### src/design/bcpc_pkg.sv
// Shared types, constants and lookup tables for the BLDC commutation and
// position control unit. Depends on nothing; every design file imports it.

package bcpc_pkg;

   // Field and datapath widths
   localparam int HALL_W  = 3;
   localparam int PHASE_W = 6;
   localparam int DUTY_W  = 10;
   localparam int POS_W   = 32;
   localparam int ACC_W   = 46;   // holds every exact controller sum

   localparam int REQ_DATA_W = 8;
   localparam int RSP_DATA_W = 112;
   localparam int CSR_IDX_W  = 3;
   localparam int CSR_DATA_W = 32;

   // Controller constants
   localparam logic [DUTY_W-1:0] DUTY_MAX       = 10'd1000;
   localparam logic signed [4:0] TICKS_PER_SEC  = 5'sd10;
   localparam logic signed [5:0] PHASE_LEAD     = 6'sd2;
   localparam logic signed [5:0] STATES_PER_REV = 6'sd6;

   // Reset values of the configuration registers
   localparam logic [7:0] PROP_GAIN_RESET  = 8'd25;
   localparam logic [7:0] DERIV_GAIN_RESET = 8'd15;

   // Kind of input word, carried on tuser
   typedef enum logic {
      OP_HALL_EDGE = 1'b0,
      OP_CTRL_TICK = 1'b1
   } op_type;

   // Configuration register indexes
   typedef enum logic [CSR_IDX_W-1:0] {
      CSR_ROTOR_ORIGIN    = 3'd0,
      CSR_PROP_GAIN       = 3'd1,
      CSR_DERIV_GAIN      = 3'd2,
      CSR_MAX_SPEED       = 3'd3,
      CSR_TARGET_POSITION = 3'd4
   } csr_index_type;

   // Configuration seen by the datapath
   typedef struct packed {
      logic [2:0]       rotor_origin;
      logic [7:0]       prop_gain;
      logic [7:0]       deriv_gain;
      logic [15:0]      max_speed;
      logic [POS_W-1:0] target_position;
   } cfg_type;

   // Outcome of a hall edge
   typedef struct packed {
      logic [HALL_W-1:0]  rotor_state;
      logic [PHASE_W-1:0] phase_enables;
      logic [DUTY_W-1:0]  duty;
      logic [POS_W-1:0]   position;
   } hall_result_type;

   // Outcome of a control tick
   typedef struct packed {
      logic [POS_W-1:0] drive_value;
      logic [POS_W-1:0] speed;
   } tick_result_type;

   // Result word, first field in the highest bits
   typedef struct packed {
      logic [POS_W-1:0]   speed;
      logic [POS_W-1:0]   drive_value;
      logic [POS_W-1:0]   position;
      logic [DUTY_W-1:0]  duty;
      logic [PHASE_W-1:0] phase_enables;
   } rsp_word_type;

   // Drive state to switch pattern; states six and seven switch everything off
   function automatic logic [PHASE_W-1:0] phase_lookup(input logic [2:0] drive_state);
      logic [PHASE_W-1:0] pattern;
      case (drive_state)
         3'd0:    pattern = 6'h12;
         3'd1:    pattern = 6'h18;
         3'd2:    pattern = 6'h09;
         3'd3:    pattern = 6'h21;
         3'd4:    pattern = 6'h24;
         3'd5:    pattern = 6'h06;
         default: pattern = 6'h00;
      endcase
      return pattern;
   endfunction

   // Sensor code to rotor state; the two impossible codes give state seven
   function automatic logic [HALL_W-1:0] hall_lookup(input logic [HALL_W-1:0] hall);
      logic [HALL_W-1:0] rs;
      case (hall)
         3'd0:    rs = 3'd7;
         3'd1:    rs = 3'd5;
         3'd2:    rs = 3'd3;
         3'd3:    rs = 3'd4;
         3'd4:    rs = 3'd1;
         3'd5:    rs = 3'd0;
         3'd6:    rs = 3'd2;
         default: rs = 3'd7;
      endcase
      return rs;
   endfunction

endpackage

### src/design/bcpc_commutation.sv
// Hall edge datapath: rotor state decode, drive state and phase pattern,
// duty from the last drive value, and position update. Uses bcpc_pkg.

module bcpc_commutation
   import bcpc_pkg::*;
(
   input  logic [HALL_W-1:0] hall_state,
   input  logic [2:0]        rotor_origin,
   input  logic [POS_W-1:0]  control_value,
   input  logic [HALL_W-1:0] last_rotor_state,
   input  logic [POS_W-1:0]  rotor_position,
   output hall_result_type   result
);

   logic [HALL_W-1:0] rotor_state;
   logic              drive_negative;
   logic [POS_W:0]    magnitude;
   logic [DUTY_W-1:0] duty_limited;
   logic signed [5:0] state_sum;
   logic signed [5:0] state_rem;
   logic signed [3:0] state_diff;
   logic signed [3:0] pos_step;

   // Drive state: (rotor - origin + lead + 6) with a truncating remainder by six
   always_comb begin
      rotor_state    = hall_lookup(hall_state);
      drive_negative = control_value[POS_W-1];
      state_sum      = $signed({3'b000, rotor_state}) - $signed({3'b000, rotor_origin})
                       + (drive_negative ? -PHASE_LEAD : PHASE_LEAD) + STATES_PER_REV;
      // A negative sum never reaches minus six, so it is its own remainder
      if (state_sum < 0) begin
         state_rem = state_sum;
      end else if (state_sum >= 2 * STATES_PER_REV) begin
         state_rem = state_sum - 6'(2 * STATES_PER_REV);
      end else if (state_sum >= STATES_PER_REV) begin
         state_rem = state_sum - STATES_PER_REV;
      end else begin
         state_rem = state_sum;
      end
   end

   // Duty is the drive magnitude limited to the full pulse width
   always_comb begin
      magnitude = drive_negative ? ((POS_W+1)'(0) - {1'b1, control_value})
                                 : {1'b0, control_value};
      duty_limited = (magnitude > (POS_W+1)'(DUTY_MAX)) ? DUTY_MAX : magnitude[DUTY_W-1:0];
   end

   // Position step; a jump of five states is one step the other way round
   always_comb begin
      state_diff = $signed({1'b0, rotor_state}) - $signed({1'b0, last_rotor_state});
      if (state_diff == 4'sd5) begin
         pos_step = -4'sd1;
      end else if (state_diff == -4'sd5) begin
         pos_step = 4'sd1;
      end else begin
         pos_step = state_diff;
      end
      result.position      = rotor_position + {{(POS_W-4){pos_step[3]}}, pos_step};
      result.rotor_state   = rotor_state;
      result.phase_enables = phase_lookup(state_rem[2:0]);
      result.duty          = duty_limited;
   end

endmodule

### src/design/bcpc_pd_control.sv
// Control tick datapath: speed estimate, PD term, speed-limit term and the
// saturated drive value. Uses bcpc_pkg.

module bcpc_pd_control
   import bcpc_pkg::*;
(
   input  cfg_type          cfg,
   input  logic [POS_W-1:0] rotor_position,
   input  logic [POS_W-1:0] position_at_tick,
   output tick_result_type  result
);

   logic signed [POS_W-1:0] delta;
   logic signed [POS_W:0]   err;
   logic signed [35:0]      delta_x10;
   logic signed [35:0]      derr;
   logic [POS_W-1:0]        vel;
   logic [POS_W:0]          abs_vel;
   logic [16:0]             limit;
   logic signed [33:0]      headroom;
   logic signed [8:0]       kp;
   logic signed [8:0]       kd;
   logic signed [41:0]      p_term;
   logic signed [44:0]      d_term;
   logic signed [42:0]      s_term;
   logic signed [ACC_W-1:0] yr;
   logic signed [ACC_W-1:0] ys;
   logic signed [ACC_W-1:0] y;

   // Position change over the tick period, in states per second
   always_comb begin
      delta     = $signed(rotor_position - position_at_tick);
      delta_x10 = 36'(delta) * TICKS_PER_SEC;
      derr      = -delta_x10;
      if ((delta_x10[35:31] == 5'b00000) || (delta_x10[35:31] == 5'b11111)) begin
         vel = delta_x10[31:0];
      end else begin
         vel = delta_x10[35] ? 32'h8000_0000 : 32'h7FFF_FFFF;
      end
      abs_vel = vel[31] ? ((POS_W+1)'(0) - {1'b1, vel}) : {1'b0, vel};
   end

   // Exact error and the two candidate drive terms
   always_comb begin
      err      = $signed({cfg.target_position[POS_W-1], cfg.target_position})
                 - $signed({rotor_position[POS_W-1], rotor_position});
      limit    = (cfg.max_speed == 16'd0) ? 17'(DUTY_MAX) : {1'b0, cfg.max_speed};
      headroom = $signed({17'b0, limit}) - $signed({1'b0, abs_vel});
      kp       = $signed({1'b0, cfg.prop_gain});
      kd       = $signed({1'b0, cfg.deriv_gain});
      p_term   = kp * err;
      d_term   = kd * derr;
      s_term   = kp * headroom;
      yr       = ACC_W'(p_term) + ACC_W'(d_term);
      ys       = err[POS_W] ? -ACC_W'(s_term) : ACC_W'(s_term);
   end

   // Moving backwards takes the larger term, otherwise the smaller; then saturate
   always_comb begin
      if (vel[31]) begin
         y = (ys > yr) ? ys : yr;
      end else begin
         y = (ys > yr) ? yr : ys;
      end
      if ((y[ACC_W-1:31] == '0) || (y[ACC_W-1:31] == '1)) begin
         result.drive_value = y[31:0];
      end else begin
         result.drive_value = y[ACC_W-1] ? 32'h8000_0000 : 32'h7FFF_FFFF;
      end
      result.speed = vel;
   end

endmodule

### src/design/bldc_commutation_position_control_unit.sv
// Top level of the BLDC commutation and position control unit: input and
// result registers, state and configuration registers. Uses bcpc_pkg,
// bcpc_commutation and bcpc_pd_control.

// The unit takes one word per clock cycle unless a stalled result keeps the
// input register full, and returns a registered result word for each. A word
// with tuser low is a hall sensor edge (sensor bits in tdata[2:0]); a word
// with tuser high is a 100 ms control tick. Every result carries the current
// phase pattern, duty, rotor position, drive value and speed. The input
// register is free again as soon as its word moves to the result register,
// so a word can be taken while a result waits. The tick datapath, three
// narrow gain multiplies feeding one compare and a saturation, sets the
// cycle time. Configuration writes must only happen while no word is in
// flight.

module bldc_commutation_position_control_unit
   import bcpc_pkg::*;
(
   input  logic                  clock,
   input  logic                  reset,
   // Request stream
   input  logic                  req_tvalid,
   output logic                  req_tready,
   input  logic [REQ_DATA_W-1:0] req_tdata,   // [2:0] hall_state, [7:3] zero
   input  logic                  req_tuser,   // [0] operation
   // Result stream
   output logic                  rsp_tvalid,
   input  logic                  rsp_tready,
   output logic [RSP_DATA_W-1:0] rsp_tdata,   // [5:0] phase_enables, [15:6] duty,
                                              // [47:16] position, [79:48] drive_value,
                                              // [111:80] speed
   // Configuration writes
   input  logic                  csr_we,
   input  logic [CSR_IDX_W-1:0]  csr_index,
   input  logic [CSR_DATA_W-1:0] csr_wdata
);

   // Input register
   logic              in_valid_ff, in_valid_in;
   op_type            in_op_ff;
   logic [HALL_W-1:0] in_hall_ff;

   // Result register
   logic         rsp_valid_ff, rsp_valid_in;
   rsp_word_type rsp_data_ff, rsp_data_in;

   // Block state
   logic [POS_W-1:0]   rotor_position_ff, rotor_position_in;
   logic [HALL_W-1:0]  last_rotor_state_ff, last_rotor_state_in;
   logic [POS_W-1:0]   position_at_tick_ff, position_at_tick_in;
   logic [POS_W-1:0]   control_value_ff, control_value_in;
   logic [POS_W-1:0]   last_speed_ff, last_speed_in;
   logic [DUTY_W-1:0]  last_duty_ff, last_duty_in;
   logic [PHASE_W-1:0] last_phases_ff, last_phases_in;

   // Configuration
   cfg_type cfg_ff, cfg_in;

   logic            advance;
   logic            req_accept;
   hall_result_type hall_res;
   tick_result_type tick_res;

   // Datapath units
   bcpc_commutation u_commutation (
      .hall_state       (in_hall_ff),
      .rotor_origin     (cfg_ff.rotor_origin),
      .control_value    (control_value_ff),
      .last_rotor_state (last_rotor_state_ff),
      .rotor_position   (rotor_position_ff),
      .result           (hall_res)
   );

   bcpc_pd_control u_pd_control (
      .cfg              (cfg_ff),
      .rotor_position   (rotor_position_ff),
      .position_at_tick (position_at_tick_ff),
      .result           (tick_res)
   );

   // Handshake: a word moves on when the result register is empty or being read
   always_comb begin
      advance      = in_valid_ff && (!rsp_valid_ff || rsp_tready);
      req_tready   = !in_valid_ff || advance;
      req_accept   = req_tvalid && req_tready;
      in_valid_in  = req_tready ? req_tvalid : in_valid_ff;
      rsp_valid_in = advance ? 1'b1 : (rsp_valid_ff && !rsp_tready);
   end

   // Next state and result word
   always_comb begin
      rotor_position_in   = rotor_position_ff;
      last_rotor_state_in = last_rotor_state_ff;
      position_at_tick_in = position_at_tick_ff;
      control_value_in    = control_value_ff;
      last_speed_in       = last_speed_ff;
      last_duty_in        = last_duty_ff;
      last_phases_in      = last_phases_ff;
      if (advance) begin
         if (in_op_ff == OP_HALL_EDGE) begin
            rotor_position_in   = hall_res.position;
            last_rotor_state_in = hall_res.rotor_state;
            last_duty_in        = hall_res.duty;
            last_phases_in      = hall_res.phase_enables;
         end else begin
            control_value_in    = tick_res.drive_value;
            last_speed_in       = tick_res.speed;
            position_at_tick_in = rotor_position_ff;
         end
      end
      rsp_data_in.phase_enables = last_phases_in;
      rsp_data_in.duty          = last_duty_in;
      rsp_data_in.position      = rotor_position_in;
      rsp_data_in.drive_value   = control_value_in;
      rsp_data_in.speed         = last_speed_in;
   end

   // Configuration register decode
   always_comb begin
      cfg_in = cfg_ff;
      if (csr_we) begin
         unique case (csr_index)
            CSR_ROTOR_ORIGIN:    cfg_in.rotor_origin    = csr_wdata[2:0];
            CSR_PROP_GAIN:       cfg_in.prop_gain       = csr_wdata[7:0];
            CSR_DERIV_GAIN:      cfg_in.deriv_gain      = csr_wdata[7:0];
            CSR_MAX_SPEED:       cfg_in.max_speed       = csr_wdata[15:0];
            CSR_TARGET_POSITION: cfg_in.target_position = csr_wdata[POS_W-1:0];
            default:             cfg_in = cfg_ff;
         endcase
      end
   end

   // Control and state registers
   always_ff @(posedge clock) begin
      if (reset) begin
         in_valid_ff         <= 1'b0;
         rsp_valid_ff        <= 1'b0;
         rotor_position_ff   <= '0;
         last_rotor_state_ff <= '0;
         position_at_tick_ff <= '0;
         control_value_ff    <= '0;
         last_speed_ff       <= '0;
         last_duty_ff        <= '0;
         last_phases_ff      <= '0;
         cfg_ff.rotor_origin    <= '0;
         cfg_ff.prop_gain       <= PROP_GAIN_RESET;
         cfg_ff.deriv_gain      <= DERIV_GAIN_RESET;
         cfg_ff.max_speed       <= '0;
         cfg_ff.target_position <= '0;
      end else begin
         in_valid_ff         <= in_valid_in;
         rsp_valid_ff        <= rsp_valid_in;
         rotor_position_ff   <= rotor_position_in;
         last_rotor_state_ff <= last_rotor_state_in;
         position_at_tick_ff <= position_at_tick_in;
         control_value_ff    <= control_value_in;
         last_speed_ff       <= last_speed_in;
         last_duty_ff        <= last_duty_in;
         last_phases_ff      <= last_phases_in;
         cfg_ff              <= cfg_in;
      end
   end

   // Payload registers
   always_ff @(posedge clock) begin
      if (req_accept) begin
         in_op_ff   <= op_type'(req_tuser);
         in_hall_ff <= req_tdata[HALL_W-1:0];
      end
      if (advance) begin
         rsp_data_ff <= rsp_data_in;
      end
   end

   assign rsp_tvalid = rsp_valid_ff;
   assign rsp_tdata  = rsp_data_ff;

   // Duty never exceeds the full pulse width
   a_duty_range: assert property (@(posedge clock) disable iff (reset)
      rsp_valid_ff |-> (rsp_data_ff.duty <= DUTY_MAX))
      else $error("duty above full pulse width");

   // A stalled word leaves the block state untouched
   a_stall_holds_state: assert property (@(posedge clock) disable iff (reset)
      (in_valid_ff && rsp_valid_ff && !rsp_tready)
      |=> ($stable(rotor_position_ff) && $stable(control_value_ff)))
      else $error("state changed while the result side stalled");

   // The result word reports the state left by its own input word
   a_result_matches_state: assert property (@(posedge clock) disable iff (reset)
      advance |=> ((rsp_data_ff.position == rotor_position_ff)
                   && (rsp_data_ff.drive_value == control_value_ff)))
      else $error("result word out of step with block state");

endmodule

### config.mk
export PLATFORM = sky130hd
export DESIGN_NAME = bldc_commutation_position_control_unit
export DESIGN_NICKNAME = d
export VERILOG_FILES = /design/src/design/bcpc_pkg.sv /design/src/design/bcpc_commutation.sv /design/src/design/bcpc_pd_control.sv /design/src/design/bldc_commutation_position_control_unit.sv
export SDC_FILE = /design/constraint.sdc
export NUM_CORES = 2
export LEC_CHECK = 0
export ABC_AREA = 0
export BUFFER_PORTS_ARGS = -buffer_cell sky130_fd_sc_hd__buf_2
export CAP_MARGIN = 10
export CORE_MARGIN = 3
export CORE_UTILIZATION = 60
export DETAILED_ROUTE_END_ITERATION = 16
export PLACE_DENSITY_LB_ADDON = 0.25
export SLEW_MARGIN = 20
export SYNTH_ARGS = -nofsm -noshare
export SYNTH_HDL_FRONTEND = slang
export SYNTH_HIERARCHICAL = 1
export SYNTH_SLANG_ARGS = --single-unit
### constraint.sdc
create_clock -name clock -period 17.6 [get_ports clock]
set_input_delay 4.4 -clock clock [delete_from_list [all_inputs] [get_ports clock]]
set_output_delay 4.4 -clock clock [all_outputs]
set_load 0.05 [all_outputs]
==> Yosys cells after proc, flatten, opt, wreduce, memory -nomap -nowiden <==
Cells that the tools add are included.
{ "totals": {"reg_bits": 332, "latchBits": 0, "ram_bits": 0, "rom_bits": 0, "inputBits": 49, "output_inout_bits": 114, "wordCells": 118, "mem_count": 0} }
{ "classes": {"addsub": 15, "multipliers": 4, "div_mod_pow": 0, "n_lt_le_gt_ge": 5, "n_eq_ne": 19, "n_shift": 0, "n_mux": 31, "bitwise": 1, "reduce_logical": 22} }
{ "ops": {"columns": ["cell", "n"], "rows": [
  ["32-bit two-way mux", 10],
  ["46-bit two-way mux", 4],
  ["33-bit two-way mux", 2],
  ["1-bit by 33-bit subtractor with 33-bit output, first input constant", 2],
  ["42-bit by 45-bit adder with 46-bit output", 1],
  ["46-bit > comparator", 1],
  ["43-bit negation with 46-bit output", 1],
  ["9-bit by 36-bit multiplier with 45-bit output", 1],
  ["9-bit by 34-bit multiplier with 43-bit output", 1],
  ["9-bit by 33-bit multiplier with 42-bit output", 1],
  ["36-bit negation", 1],
  ["6-bit one-hot mux with 6 select lines", 1],
  ["32-bit by 4-bit multiplier with 35-bit output, second input constant", 1],
  ["16-bit by 33-bit subtractor with 34-bit output", 1],
  ["33-bit by 10-bit > comparator with 1-bit output, second input constant", 1],
  ["32-bit by 32-bit subtractor with 33-bit output", 1],
  ["32-bit adder", 1],
  ["32-bit subtractor", 1],
  ["10-bit two-way mux", 3],
  ["3-bit by 2-bit == test with 1-bit output, second input constant", 6],
  ["3-bit == test, second input constant", 6],
  ["6-bit two-way mux", 3],
  ["3-bit one-hot mux with 6 select lines", 1],
  ["16-bit zero test", 1],
  ["other kinds (24)", 45]
]} }

==> Depth between registers and ports, before layout <==
{ "logic_depth": {"depth_word": 19, "depth_mapped": 90, "mapped_depth_nobuf": 86} }

==> Hierarchy <==
Netlist, hierarchy kept.
{ "by_module_without_submodules": {"columns": ["mod", "instances", "cells_per_inst", "area_each_um2", "seq_area_each_um2"], "rows": [
  ["bcpc_pd_control", 1, 4930, 40157.3, 0.0],
  ["bldc_commutation_position_control_unit", 1, 1256, 13679.4, 7807.5],
  ["bcpc_commutation", 1, 468, 3224.3, 0.0]
]} }

==> Worst setup path after synthesis <==
No wires, ideal clock.
{ "synth_timing": {"path_type": "register to register", "start": "register rotor_position_ff[0]", "end": "register rsp_data_ff, in the netlist rsp_tdata[78], data pin", "setup_ns": 0.260, "arrival_time_ns": 17.890, "required_time_ns": 17.340, "setup_slack_ns": -0.550, "path_stages_with_launch": 86, "n_path_buf": 7, "period_less_slack_ns": 18.150, "cell_sequence": "dfxtp_1 -> inv_1 -> ha_1 -> fa_1 -> nor2b_1 -> o21ai_0 -> a21boi_0 -> o21ai_0 -> nand2b_1 -> a21o_1 -> nand2_1 -> a21oi_1 -> o41ai_1 -> o211ai_1 -> o41a_1 -> a41o_1 -> or4b_2 -> a31oi_1 -> [... 50 more ...] -> nand2_1 -> o21ai_0 -> xnor2_1 -> ha_1 -> nand4_1 -> nor3_1 -> a311oi_1 -> or3_1 -> o21a_1 -> o221a_2 -> o221ai_1 -> o221ai_2 -> xnor2_2 -> or3_1 -> buf_2 -> buf_2 -> o311a_1 -> mux2_2"} }
{ "synth_lines": {"columns": ["item", "line_no", "source"], "rows": [
  ["start: declaration", "bldc_commutation_position_control_unit.sv:48", "logic [POS_W-1:0] rotor_position_ff, rotor_position_in;"],
  ["start signal: assignment", "bldc_commutation_position_control_unit.sv:153", "rotor_position_ff <= rotor_position_in;"],
  ["end signal: assignment", "bldc_commutation_position_control_unit.sv:171", "rsp_data_ff <= rsp_data_in;"],
  ["end: declaration", "bldc_commutation_position_control_unit.sv:45", "rsp_word_type rsp_data_ff, rsp_data_in;"]
]} }

==> results.sh <==
export IMPL_cts_tree="yes"
export IMPL_hold_buffers=0
export IMPL_track_usage_pct=34.4
export IMPL_worstPathRequired_ns=17.90
export IMPL_critPathCaptureType="flip-flop"
export IMPL_multi_input_area_mm2=0.0461
export IMPL_firstDrtPassIters=8
export IMPL_synth_compound_area_share_pct=13.8
export IMPL_htree_levels=2
export IMPL_rows=112
export IMPL_finClkSkew_ns=0.0274
export IMPL_gp_congestion=1.04
export IMPL_fp_dieW_um=314
export IMPL_ant_nets=0
export IMPL_port_buffers=157
export IMPL_syn_to_final_growth_pct=15.5
export IMPL_crit_fanout=7
export IMPL_crit_family="compound AO/OA/AOI/OAI gates"
export IMPL_coreArea_mm2=0.0937
export IMPL_status="complete, no violations"
export IMPL_cpPeakStageDelay_ns=0.56
export IMPL_fin_crit_ns=17.48
export IMPL_vias_per_cell=5.88
export IMPL_dpl_instance_area_mm2=0.0625
export IMPL_setup_viol=0
export IMPL_grt_pass1_wl_mm=270
export IMPL_finalInstanceArea_mm2=0.0659
export IMPL_critical_path_class="reg2reg"
export IMPL_avgSynthCellArea_um2=8.58
export IMPL_worst_slew_pin_slew_ns=1.23
export IMPL_first_global_vias=50376
export IMPL_synth_xor_area_share_pct=4.59
export IMPL_synth_cells=6654
export IMPL_worstSkewPairLatency_ns=0.57
export IMPL_ys_ff_latch=332
export IMPL_cts_made_buffers=35
export IMPL_yosys_area_top_type="fa_1"
export IMPL_start_kind="flip-flop"
export IMPL_synth_most_common_cell="inv_1"
export IMPL_critPathLaunch="rotor_position_ff[0]"
export IMPL_antenna_found_initial=3
export IMPL_ys_types=120
export IMPL_grt_max_degree=120
export IMPL_vias=49726
export IMPL_fill_cells=7360
export IMPL_worst_path_buf_inv=14
export IMPL_slew_headroom_pct=17.7
export IMPL_synth_seq_area_share_pct=13.7
export IMPL_rsz0062_at_grt="true"
export IMPL_ios=163
export IMPL_hold_start="cfg_ff[22]"
export IMPL_cts_root_buf="clkbuf_16"
export IMPL_diodes=0
export IMPL_setup_tns_final_ns=0
export IMPL_drv_slew=0
export IMPL_clk_pin_slew_ns=0.06
export IMPL_final_seq_area_mm2=0.00783
export IMPL_clock_path_buffers=3
export IMPL_arrival_ns=17.77
export IMPL_cts_sinks=332
export IMPL_synth_main_ff_cell="dfxtp_1"
export IMPL_hold_path_class="reg2reg"
export IMPL_slowest_stage="or4b_4"
export IMPL_synth_fa_ha_area_share_pct=35.5
export IMPL_max_clock_freq_mhz=57.2
export IMPL_reg2reg_from="rotor_position_ff[0]"
export IMPL_hpwl_mm=138
export IMPL_routedWlPerCell_um=20.6
export IMPL_dr_first_iter_drc_count=4249
export IMPL_fin_nets=8409
export IMPL_yosys_warnings=6
export IMPL_fin_crit_sh_pct=99.3
export IMPL_layout_drive_gt1_share_pct=17.4
export IMPL_start_util_pct=60.9
export IMPL_die_h_um=314
export IMPL_gr_total_overflow=0
export IMPL_async_flop_share_pct=0
export IMPL_route_detailed_drc=0
export IMPL_yosys_area_top_type_share_pct=25.4
export IMPL_routed_wl_mm=174
export IMPL_synth_area_top_cells="fa_1, ha_1, dfxtp_1"
export IMPL_yosys_top_cells_count="inv_1, fa_1, nand2_1"
export IMPL_die_area_mm2=0.0988
export IMPL_cap_violations=0
export IMPL_synth_simple_area_share_pct=19.9
export IMPL_synthesis_area_mm2=0.0571
export IMPL_synth_area_mux_share_pct=4.02
export IMPL_hold_viol=0
export IMPL_syn_num_nets=7887
export IMPL_synth_edff_count=116
export IMPL_synth_top_family_by_area="adder cells"
==> worst paths after layout <==
check | to | slack (ns) | depth (start not counted)
max | rsp_tdata[62] | 0.12 | 87
min | cfg_ff[22] | 0.46 | 2
max reg2reg | rsp_tdata[62] | 0.12 | 87
min reg2reg | cfg_ff[22] | 0.46 | 2
==> cell families (layout without fill, tap and decap cells) <==
logic type	after synthesis	after routing
DFF	332	332
AOI/OAI and AO/OA	1234	1234
muxes	213	213
buffers and inverters	1242	1789
adders and majority gates	1185	1185
and+or+nand+nor	2152	2152
xor gates and xnor gates	296	296
==> worst reg2reg max path: cells and delay by family, from the launching register on <==
family	cells	cell delay [ns]
muxes	1	0.28
and+or+nand+nor	19	3.85
adders and majority gates	11	3.78
AOI/OAI and AO/OA	37	6.35
buffers and inverters	14	1.74
xor gates and xnor gates	5	0.89
DFF	1	0.32
==> stage by stage <==
stage               cells  hold WS, ns  util, %  setup WS, ns
global route         8455        0.482     70.3        -0.586
finish               8455        0.458     70.3         0.122
detailed placement   8326        0.452     66.6         -1.24
CTS                  8404        0.460     68.4      0.000352
floorplan            6654        0.436        -        0.0226
global placement     8326        0.448     66.6         -1.10
==> state kept, by name (all words and copies together), names as in the netlist <==
register and count:
rsp_tdata 112, cfg_ff 67, control_value_ff 32, last_speed_ff 32, position_at_tick_ff 32, rotor_position_ff 32, last_duty_ff 10, last_phases_ff 6
in_hall_ff 3, last_rotor_state_ff 3, in_op_ff 1, in_valid_ff 1, rsp_tvalid 1
==> placed cells by master (no fill, tap or decap), types with 177 or more instances in the layout <==
cell type,netlist,routed
nor2_1,234,227
o21ai_0,327,285
fa_1,724,722
inv_1,955,945
ha_1,460,442
nand2_1,691,675
and2_1,407,404
nand2b_1,227,225
dfxtp_1,216,204
a21oi_1,292,271
buf_4,18,578
xnor2_1,192,177
==> metal layers <==
metal  track usage [%]  wire, µm  vias to the layer above  part of all wire [%]
met4              13.7      7970                        2                   4.6
met1              45.0     70900                    24501                    41
met3              6.43     13600                      421                   7.8
met2              56.6     81500                     1859                    47
li1                  -         -                    22943                     -
met5                 0         8                        -                0.0046
==> layout make-up <==
| class | count | area share, % |
|---|---|---|
| clock inverter | 15 | 0.239 |
| inverter | 956 | 5.45 |
| tap | 1254 | 2.38 |
| timing repair buffer | 771 | 8.64 |
| multi-input combinational | 5080 | 69.9 |
| sequential | 332 | 11.9 |
| clock buffer | 47 | 1.49 |
==> timing repair <==
item	in CTS	in global routing
endpoints found under the hold margin	0	0
setup buffers	15	50
gates resized for setup	70	281
gates cloned	1	6
pin swaps	37	167
endpoints found under the setup margin	64	64
Power is left out: the tool's default activity adds up to more than one toggle a clock period on the data nets, which glitch-free logic cannot reach.
